--- src/rtl/core/esp3_packet_receiver_top_macros.svh ---
// Assertion macros for the ESP3 packet receiver.
// All checks run on clk and are off while rst_n is low.
`ifndef ESP3_PACKET_RECEIVER_TOP_MACROS_SVH
`define ESP3_PACKET_RECEIVER_TOP_MACROS_SVH

// Property that must hold at every clock edge.
`define ESP3_ASSERT_ALWAYS(lbl, prop, msg) \
    lbl: assert property (@(posedge clk) disable iff (!rst_n) (prop)) else $error(msg);

// Consequence that must hold in the cycle after the trigger.
`define ESP3_ASSERT_NEXT(lbl, trig, cons, msg) \
    lbl: assert property (@(posedge clk) disable iff (!rst_n) (trig) |=> (cons)) \
        else $error(msg);

`endif

--- src/rtl/core/esp3_rx_pkg.sv ---
package esp3_rx_pkg;

    // Framing constants
    localparam logic [7:0] SYNC_CODE = 8'h55;
    localparam logic [7:0] CRC_POLY  = 8'h07;
    localparam int         HDR_LEN   = 4;
    localparam int         COUNT_W   = 17;
    localparam logic [15:0] CAP_RESET = 16'd256;

    // Receiver phase, one-hot
    typedef enum logic [4:0] {
        PH_SYNC   = 5'b00001,
        PH_HEADER = 5'b00010,
        PH_HCRC   = 5'b00100,
        PH_DATA   = 5'b01000,
        PH_DCRC   = 5'b10000
    } phase_t;

    // Reported status codes
    typedef enum logic [2:0] {
        ST_HUNT   = 3'd0,
        ST_BUSY   = 3'd1,
        ST_OK     = 3'd2,
        ST_RANGE  = 3'd3,
        ST_BADSUM = 3'd4
    } status_t;

    // Result item, laid out as it appears on m_tdata (status in the low bits)
    typedef struct packed {
        logic [3:0]  pad;
        logic [7:0]  packet_type;
        logic [7:0]  option_length;
        logic [15:0] data_length;
        logic [15:0] stored_index;
        logic [7:0]  stored_byte;
        logic        stored_valid;
        status_t     status;
    } result_t;

    typedef logic [7:0] crc_col_t [32];

    // One byte worth of shifts of the CRC-8 register (elaboration only)
    function automatic logic [7:0] crc_shift8(logic [7:0] c_in);
        logic [7:0] c;
        c = c_in;
        for (int b = 0; b < 8; b++)
        begin
            c = c[7] ? ({c[6:0], 1'b0} ^ CRC_POLY) : {c[6:0], 1'b0};
        end
        return c;
    endfunction

    // CRC of a 4-byte word with a single bit set, for every bit position.
    // Byte [31:24] goes first on the wire.
    function automatic crc_col_t crc_columns();
        crc_col_t   cols;
        logic [31:0] w;
        logic [7:0]  c;
        for (int i = 0; i < 32; i++)
        begin
            w = 32'd1 << i;
            c = 8'd0;
            for (int j = 3; j >= 0; j--)
            begin
                c = crc_shift8(c ^ w[8*j +: 8]);
            end
            cols[i] = c;
        end
        return cols;
    endfunction

    localparam crc_col_t CRC_COLS = crc_columns();

    // CRC-8 of up to four bytes from zero; leading zero bytes do not change it
    function automatic logic [7:0] crc_word(logic [31:0] w);
        logic [7:0] c;
        c = 8'd0;
        for (int i = 0; i < 32; i++)
        begin
            if (w[i])
            begin
                c = c ^ CRC_COLS[i];
            end
        end
        return c;
    endfunction

    // Running CRC update by one byte
    function automatic logic [7:0] crc_byte(logic [7:0] crc, logic [7:0] data);
        return crc_word({24'd0, crc ^ data});
    endfunction

endpackage

--- src/rtl/core/esp3_packet_receiver_top.sv ---
// Channel   | Dir | Signals                       | Item
// ----------+-----+-------------------------------+-------------------------------------
// s         | in  | s_tvalid s_tready s_tdata[7:0]  | one received serial byte
// m         | out | m_tvalid m_tready m_tdata[63:0] | status and header/payload view
// cfg       | in  | cfg_we cfg_data[15:0]           | buffer_capacity write
//
// One item per cycle unless the output stalls: each received byte is processed by one
// level of logic between the phase/header/CRC registers and the output register.
// Every input item produces exactly one output item, in the cycle after acceptance.
// s_tready is high while the output register is empty or being taken, so a
// stalled output holds one item and stops input only until it is taken.
// Reset (rst_n, async, active low) puts the receiver in sync hunt, capacity 256.
`include "esp3_packet_receiver_top_macros.svh"

module esp3_packet_receiver_top
    import esp3_rx_pkg::*;
(
    input  logic        clk,
    input  logic        rst_n,
    input  logic        s_tvalid,
    output logic        s_tready,
    input  logic [7:0]  s_tdata,   // [7:0] rx_byte
    output logic        m_tvalid,
    input  logic        m_tready,
    // [2:0] status, [3] stored_valid, [11:4] stored_byte, [27:12] stored_index,
    // [43:28] data_length, [51:44] option_length, [59:52] packet_type, [63:60] zero
    output logic [63:0] m_tdata,
    input  logic        cfg_we,
    input  logic [15:0] cfg_data   // buffer_capacity
);

    logic [15:0]        capacity_reg;
    phase_t             phase_reg, phase_next;
    logic [7:0]         hdr_reg [HDR_LEN];
    logic [7:0]         hdr_next [HDR_LEN];
    logic [7:0]         crc_reg, crc_next;
    logic [COUNT_W-1:0] count_reg, count_next;
    logic               m_valid_reg, m_valid_next;
    result_t            result_reg, res;

    logic               in_fire;
    logic [7:0]         rx;
    logic [COUNT_W-1:0] total;
    logic [COUNT_W-1:0] count_inc;
    logic [COUNT_W-1:0] cap_ext;
    logic               st_forced;
    status_t            st_code;

    assign rx        = s_tdata;
    assign in_fire   = s_tvalid && s_tready;
    assign total     = COUNT_W'({hdr_reg[0], hdr_reg[1]}) + COUNT_W'(hdr_reg[2]);
    assign count_inc = count_reg + COUNT_W'(1);
    assign cap_ext   = COUNT_W'(capacity_reg);

    // Per-byte deframing step
    always_comb
    begin
        phase_next = phase_reg;
        hdr_next   = hdr_reg;
        crc_next   = crc_reg;
        count_next = count_reg;
        st_forced  = 1'b0;
        st_code    = ST_HUNT;
        res        = '0;

        case (phase_reg)
            PH_SYNC:
            begin
                if (rx == SYNC_CODE)
                begin
                    phase_next = PH_HEADER;
                    count_next = '0;
                    crc_next   = '0;
                end
            end
            PH_HEADER:
            begin
                hdr_next[count_reg[1:0]] = rx;
                crc_next   = crc_byte(crc_reg, rx);
                count_next = count_inc;
                if (count_inc >= COUNT_W'(HDR_LEN))
                begin
                    phase_next = PH_HCRC;
                end
            end
            PH_HCRC:
            begin
                if (crc_reg != rx)
                begin
                    // Resync on the first sync byte inside the header
                    if (hdr_reg[0] == SYNC_CODE)
                    begin
                        hdr_next[0] = hdr_reg[1];
                        hdr_next[1] = hdr_reg[2];
                        hdr_next[2] = hdr_reg[3];
                        hdr_next[3] = rx;
                        crc_next    = crc_word({hdr_reg[1], hdr_reg[2], hdr_reg[3], rx});
                        count_next  = COUNT_W'(4);
                        phase_next  = PH_HCRC;
                    end
                    else if (hdr_reg[1] == SYNC_CODE)
                    begin
                        hdr_next[0] = hdr_reg[2];
                        hdr_next[1] = hdr_reg[3];
                        hdr_next[2] = rx;
                        crc_next    = crc_word({8'd0, hdr_reg[2], hdr_reg[3], rx});
                        count_next  = COUNT_W'(3);
                        phase_next  = PH_HEADER;
                    end
                    else if (hdr_reg[2] == SYNC_CODE)
                    begin
                        hdr_next[0] = hdr_reg[3];
                        hdr_next[1] = rx;
                        crc_next    = crc_word({16'd0, hdr_reg[3], rx});
                        count_next  = COUNT_W'(2);
                        phase_next  = PH_HEADER;
                    end
                    else if (hdr_reg[3] == SYNC_CODE)
                    begin
                        hdr_next[0] = rx;
                        crc_next    = crc_byte(8'd0, rx);
                        count_next  = COUNT_W'(1);
                        phase_next  = PH_HEADER;
                    end
                    else if (rx == SYNC_CODE)
                    begin
                        phase_next = PH_HEADER;
                        count_next = '0;
                        crc_next   = '0;
                    end
                    else
                    begin
                        phase_next = PH_SYNC;
                    end
                end
                else if (total == '0)
                begin
                    // Empty packet: reject unless the header CRC byte is itself a sync code
                    if (rx == SYNC_CODE)
                    begin
                        phase_next = PH_HEADER;
                        count_next = '0;
                        crc_next   = '0;
                    end
                    else
                    begin
                        phase_next = PH_SYNC;
                        st_forced  = 1'b1;
                        st_code    = ST_RANGE;
                    end
                end
                else
                begin
                    phase_next = PH_DATA;
                    count_next = '0;
                    crc_next   = '0;
                end
            end
            PH_DATA:
            begin
                if (count_reg < cap_ext)
                begin
                    res.stored_valid = 1'b1;
                    res.stored_byte  = rx;
                    res.stored_index = count_reg[15:0];
                    crc_next         = crc_byte(crc_reg, rx);
                end
                count_next = count_inc;
                if (count_inc == total)
                begin
                    phase_next = PH_DCRC;
                end
            end
            PH_DCRC:
            begin
                phase_next = PH_SYNC;
                st_forced  = 1'b1;
                if (count_reg > cap_ext)
                begin
                    st_code = ST_RANGE;
                end
                else if (crc_reg == rx)
                begin
                    st_code = ST_OK;
                end
                else
                begin
                    st_code = ST_BADSUM;
                    if (rx == SYNC_CODE)
                    begin
                        phase_next = PH_HEADER;
                        count_next = '0;
                        crc_next   = '0;
                    end
                end
            end
            default:
            begin
                phase_next = PH_SYNC;
            end
        endcase

        // Status and header view after the step
        if (st_forced)
        begin
            res.status = st_code;
        end
        else
        begin
            res.status = (phase_next == PH_SYNC) ? ST_HUNT : ST_BUSY;
        end
        res.data_length   = {hdr_next[0], hdr_next[1]};
        res.option_length = hdr_next[2];
        res.packet_type   = hdr_next[3];
    end

    // Output register handshake
    assign s_tready     = !m_valid_reg || m_tready;
    assign m_valid_next = in_fire ? 1'b1 : (m_tready ? 1'b0 : m_valid_reg);
    assign m_tvalid     = m_valid_reg;
    assign m_tdata      = result_reg;

    // Control and receiver state
    always_ff @(posedge clk or negedge rst_n)
    begin
        if (!rst_n)
        begin
            capacity_reg <= CAP_RESET;
            phase_reg    <= PH_SYNC;
            crc_reg      <= '0;
            count_reg    <= '0;
            m_valid_reg  <= 1'b0;
            for (int i = 0; i < HDR_LEN; i++)
            begin
                hdr_reg[i] <= '0;
            end
        end
        else
        begin
            m_valid_reg <= m_valid_next;
            if (cfg_we)
            begin
                capacity_reg <= cfg_data;
            end
            if (in_fire)
            begin
                phase_reg <= phase_next;
                crc_reg   <= crc_next;
                count_reg <= count_next;
                hdr_reg   <= hdr_next;
            end
        end
    end

    // Result payload
    always_ff @(posedge clk)
    begin
        if (in_fire)
        begin
            result_reg <= res;
        end
    end

    // Checks
    `ESP3_ASSERT_NEXT(a_fire_fills_out, in_fire, m_tvalid,
        "accepted item did not reach the output register")
    `ESP3_ASSERT_ALWAYS(a_store_in_progress,
        !(m_tvalid && result_reg.stored_valid) || (result_reg.status == ST_BUSY),
        "stored payload byte reported with a final status")
    `ESP3_ASSERT_ALWAYS(a_store_below_cap,
        !(m_tvalid && result_reg.stored_valid) || (result_reg.stored_index < capacity_reg),
        "payload byte stored beyond buffer capacity")
    `ESP3_ASSERT_NEXT(a_ok_returns_hunt, in_fire && (res.status == ST_OK),
        phase_reg == PH_SYNC, "good packet did not return to sync hunt")

endmodule

--- config.mk ---
export PLATFORM = sky130hd
export DESIGN_NAME = esp3_packet_receiver_top
export DESIGN_NICKNAME = d
export VERILOG_FILES = /design/src/rtl/core/esp3_rx_pkg.sv /design/src/rtl/core/esp3_packet_receiver_top.sv
export VERILOG_INCLUDE_DIRS = /design/src /design/src/rtl/core
export SDC_FILE = /design/constraint.sdc
export NUM_CORES = 1
export LEC_CHECK = 0
export BUFFER_PORTS_ARGS = -buffer_cell sky130_fd_sc_hd__buf_4
export CORE_ASPECT_RATIO = 0.6
export CORE_MARGIN = 2
export CORE_UTILIZATION = 61
export DETAILED_ROUTE_END_ITERATION = 8
export GPL_TIMING_DRIVEN = 1
export PLACE_DENSITY_LB_ADDON = 0.2
export SLEW_MARGIN = 20
export SYNTH_ARGS = -nofsm -noshare
export SYNTH_HDL_FRONTEND = slang
export SYNTH_SLANG_ARGS = --single-unit
--- constraint.sdc ---
create_clock -name clk -period 4.1 [get_ports clk]
set_input_delay 0.41 -clock clk [delete_from_list [all_inputs] [get_ports clk]]
set_output_delay 0.41 -clock clk [all_outputs]
set_load 0.01 [all_outputs]
==> run_results.csv <==
group,metric,value,unit
run_status,outcome,"finished, final reports clean",
global_route,grt_pass1_wl,48820,um
detailed_routing,route.met3.wl,4970,um
timing,worstMarginPinSlew,1.032,ns
clock_tree,cts.htree.levels,4,
die,dieArea,17830,um2
clock_tree,clock-sinks,139,
clock_tree,root_buffer,"clkbuf_16",
power,power.switching,2.139,mW
clock_tree,post_cts_resized,0,
final_layout,synthToLayoutAreaGrowth,13.80,%
timing,drv_slew,0,
die,fp-row-count,36,
power,total_power,5.551,mW
place,dp_hpwl,22820,um
critical_path,critPathBufInv,2,
final_layout,largest_reg_flops,60,
logic_synthesis,synth.avg_cell_area,8.709,um2
place,place.gp.congestion,1.017,
detailed_routing,drt_pass1_iterations,6,
critical_path,r2r_cells,9,
detailed_routing,met1_length,13650,um
critical_path,crit_required,4.48,ns
final_layout,final_common_cell,"nand2_1",
timing,period_needed,3.888,ns
detailed_routing,drc,0,
critical_path,slowest_stage,"o311ai_0",
timing,final-hold-violation-count,0,
logic_synthesis,synth_warnings,0,
die,dieHeight,104.2,um
timing,fin_skew,0.01202,ns
run,cap_violations,0,
worst_hold_path,hp-class,"primary input to async pin",
detailed_routing,drtIter0Drc,1468,
power,pwr-share-seq,0.328,
clock_tree,cts_tree,"yes",
timing,setup_violations,0,
logic_synthesis,synthDistinctLibCells,78,
critical_path,crit_arrival,4.26,ns
critical_path,reg2reg_slack,0.21,ns
final_layout,drive_gt1_frac,0.1502,
critical_path,reg2reg_from,"hdr_reg[30]",
critical_path,r2r_end,"hdr_reg[14]",
die,initial_core_util,0.6265,
clock_tree,clock_latency,0.44,ns
critical_path,cpPeakStageDelay,0.93,ns
detailed_routing,routedWlPerCell,21.63,um
timing,rsz0062_at_grt,"false",
power,leakagePower,4.861,nW
critical_path,crit_start,"hdr_reg[30]",
clock_tree,hold_buffers,0,
logic_synthesis,synth_edf_count,60,
global_route,grt_overflow,0,
global_route,grt_max_degree,80,
timing,fmax,257.2,MHz
timing,relSlewSlack,0.3031,
clock_tree,clk_pin_slew_worst_paths,0.06,ns
logic_synthesis,synth_ff_type,"dfrtp_1",
detailed_routing,via_per_inst,6.524,
critical_path,path_cells,"nor4bb_1, nand4b_1, buf_4, nand2_1, nor2_1, o311ai_0, buf_4, nand2_1, nand2_1",
critical_path,path_class,"flop to flop",
detailed_routing,wl_met2,12440,um
clock_tree,clock_path_buffers,2,
logic_synthesis,syn_area,10220,um2
logic_synthesis,yosysSeqAreaShare,0.3701,
power,p_int,3.413,mW
critical_path,cp-start-kind,"flop",
clock_tree,cts_setup_buffers,0,
power,combPwrFrac,0.403,
timing,fin_crit_sh,0.9482,
final_layout,layout_common_cells,"nand2_1 (146), buf_4 (129), xnor2_1 (111)",
critical_path,crit_top_cell,"nand2_1",
critical_path,crit_fanout,14,
detailed_routing,ant_nets,0,
timing,tns,0,ns
critical_path,endpoint_kind,"flop",
power,ir_worst_vdd,0.3311,mV
die,pin_count,95,
logic_synthesis,syn_inst,1173,
final_layout,final_nets,1289,
power,clock_power_share,0.269,
logic_synthesis,async_reset_ff_frac,0.5683,
global_route,grt_use_total,0.3601,
critical_path,crit_family,"simple AND/OR/NAND/NOR gates",
global_route,grt_pass1_vias,8639,
power,switching_share,0.3852,
die,die_x,171.1,um
detailed_routing,num_vias,9570,
global_route,antenna_found_initial,2,
logic_synthesis,yosys_register_bits,139,
place,portBuffers,90,
clock_tree,cts-buffers-inserted,17,
detailed_routing,routed.top_layer,"met5",
power,power_density,477.5,nW/um2
detailed_routing,wirelength,31730,um
die,coreArea,16310,um2
routing by layer:
layer	up-vias	global-route usage
li1	4276	-
met1	4535	0.5548
met2	670	0.4603
met3	87	0.1389
met4	2	0.1005
met5	-	0
worst register-to-register path, stage by stage, from the launching register on:
cell      delay [ns]
dfrtp_1         0.61
nor4bb_1        0.58
nand4b_1        0.65
buf_4           0.42
nand2_1         0.14
nor2_1          0.13
o311ai_0        0.94
buf_4           0.25
nand2_1         0.05
nand2_1         0.08
worst max path at each step:
stage / end / slack, ns / depth (start not counted)
3_5_place_dp: hdr_reg[14] / 0.52 / 9
6_report: hdr_reg[14] / 0.21 / 9
5_1_grt: hdr_reg[14] / 0.05 / 9
2_1_floorplan: m_tdata[0] / 0.67 / 5
4_1_cts: hdr_reg[14] / 0.50 / 9
3_3_place_gp: hdr_reg[14] / 0.57 / 9
logic make-up after synthesis:
| kind of cell | after synthesis | share of synthesized area |
|---|---|---|
| DFF | 139 | 0.3701 |
| muxes | 21 | 0.02192 |
| adders and majority gates | 35 | 0.04360 |
| and+or+nand+nor | 394 | 0.1869 |
| xor gates and xnor gates | 144 | 0.1304 |
| buffers and inverters | 134 | 0.05389 |
| other | 1 | 0.0003671 |
| AOI/OAI and AO/OA | 305 | 0.1928 |
stage by stage:
| step | setup slack [ns] | cell area, um2 | hold WS (ns) | std cells | util |
|---|---|---|---|---|---|
| global route | 0.05302 | 11620 | 0.06917 | 1466 | 0.7129 |
| floorplan | 0.6683 | 10230 | 0.1144 | 1176 | - |
| detailed placement | 0.5180 | 11070 | 0.5237 | 1434 | 0.6787 |
| finish | 0.2124 | 11630 | 0.03232 | 1467 | 0.7130 |
| CTS | 0.4959 | 11620 | 0.1670 | 1466 | 0.7126 |
| global placement | 0.5691 | 11070 | 0.5174 | 1434 | 0.6787 |
cells in the mapped netlist, types with 5 or more instances:
cell,count,area share
nand2_1,146,0.054
xnor2_1,111,0.095
nor2_1,92,0.034
o21ai_0,85,0.042
dfrtp_1,77,0.19
clkbuf_1,70,0.026
edfxtp_1,60,0.18
a21oi_1,55,0.027
ha_1,34,0.042
inv_1,34,0.012
nor3_1,28,0.014
xor2_1,28,0.024
and2_1,24,0.015
nand3_1,24,0.012
a22oi_1,20,0.015
a211oi_1,19,0.014
buf_2,17,0.0083
o21ai_1,17,0.0083
o22ai_1,15,0.0092
mux2_2,11,0.012
nand4_1,11,0.0067
mux2i_1,10,0.0098
nor2b_1,10,0.0061
a221oi_1,9,0.0077
and3_1,9,0.0055
o31ai_1,9,0.0066
a21o_1,8,0.0059
o211ai_1,8,0.0059
a31oi_1,7,0.0043
buf_1,7,0.0026
nor4_1,7,0.0043
o21a_1,7,0.0051
o311ai_0,7,0.0060
or3_1,7,0.0043
a221o_1,6,0.0059
nand2b_1,6,0.0037
buf_4,5,0.0037
power groups by stage:
stage	sequential, mW	clock (mW)	combinational [mW]
3_3_place_gp	1.83	0	2.16
4_1_cts	1.81	1.49	2.19
6_report	1.82	1.49	2.24
2_1_floorplan	1.75	0	1.66
3_5_place_dp	1.83	0	2.18
5_1_grt	1.84	1.55	2.40
area by class of cell:
cell class	count	area, um2
fill	1338	4679
multi-input combinational	903	5896
clock buffer	19	432.9
antenna	1	2.502
tap	228	285.3
sequential	139	3781
inverter	34	128.9
timing repair buffer	130	979.7
clock inverter	13	120.1
(Power assumes the default switching activity.)
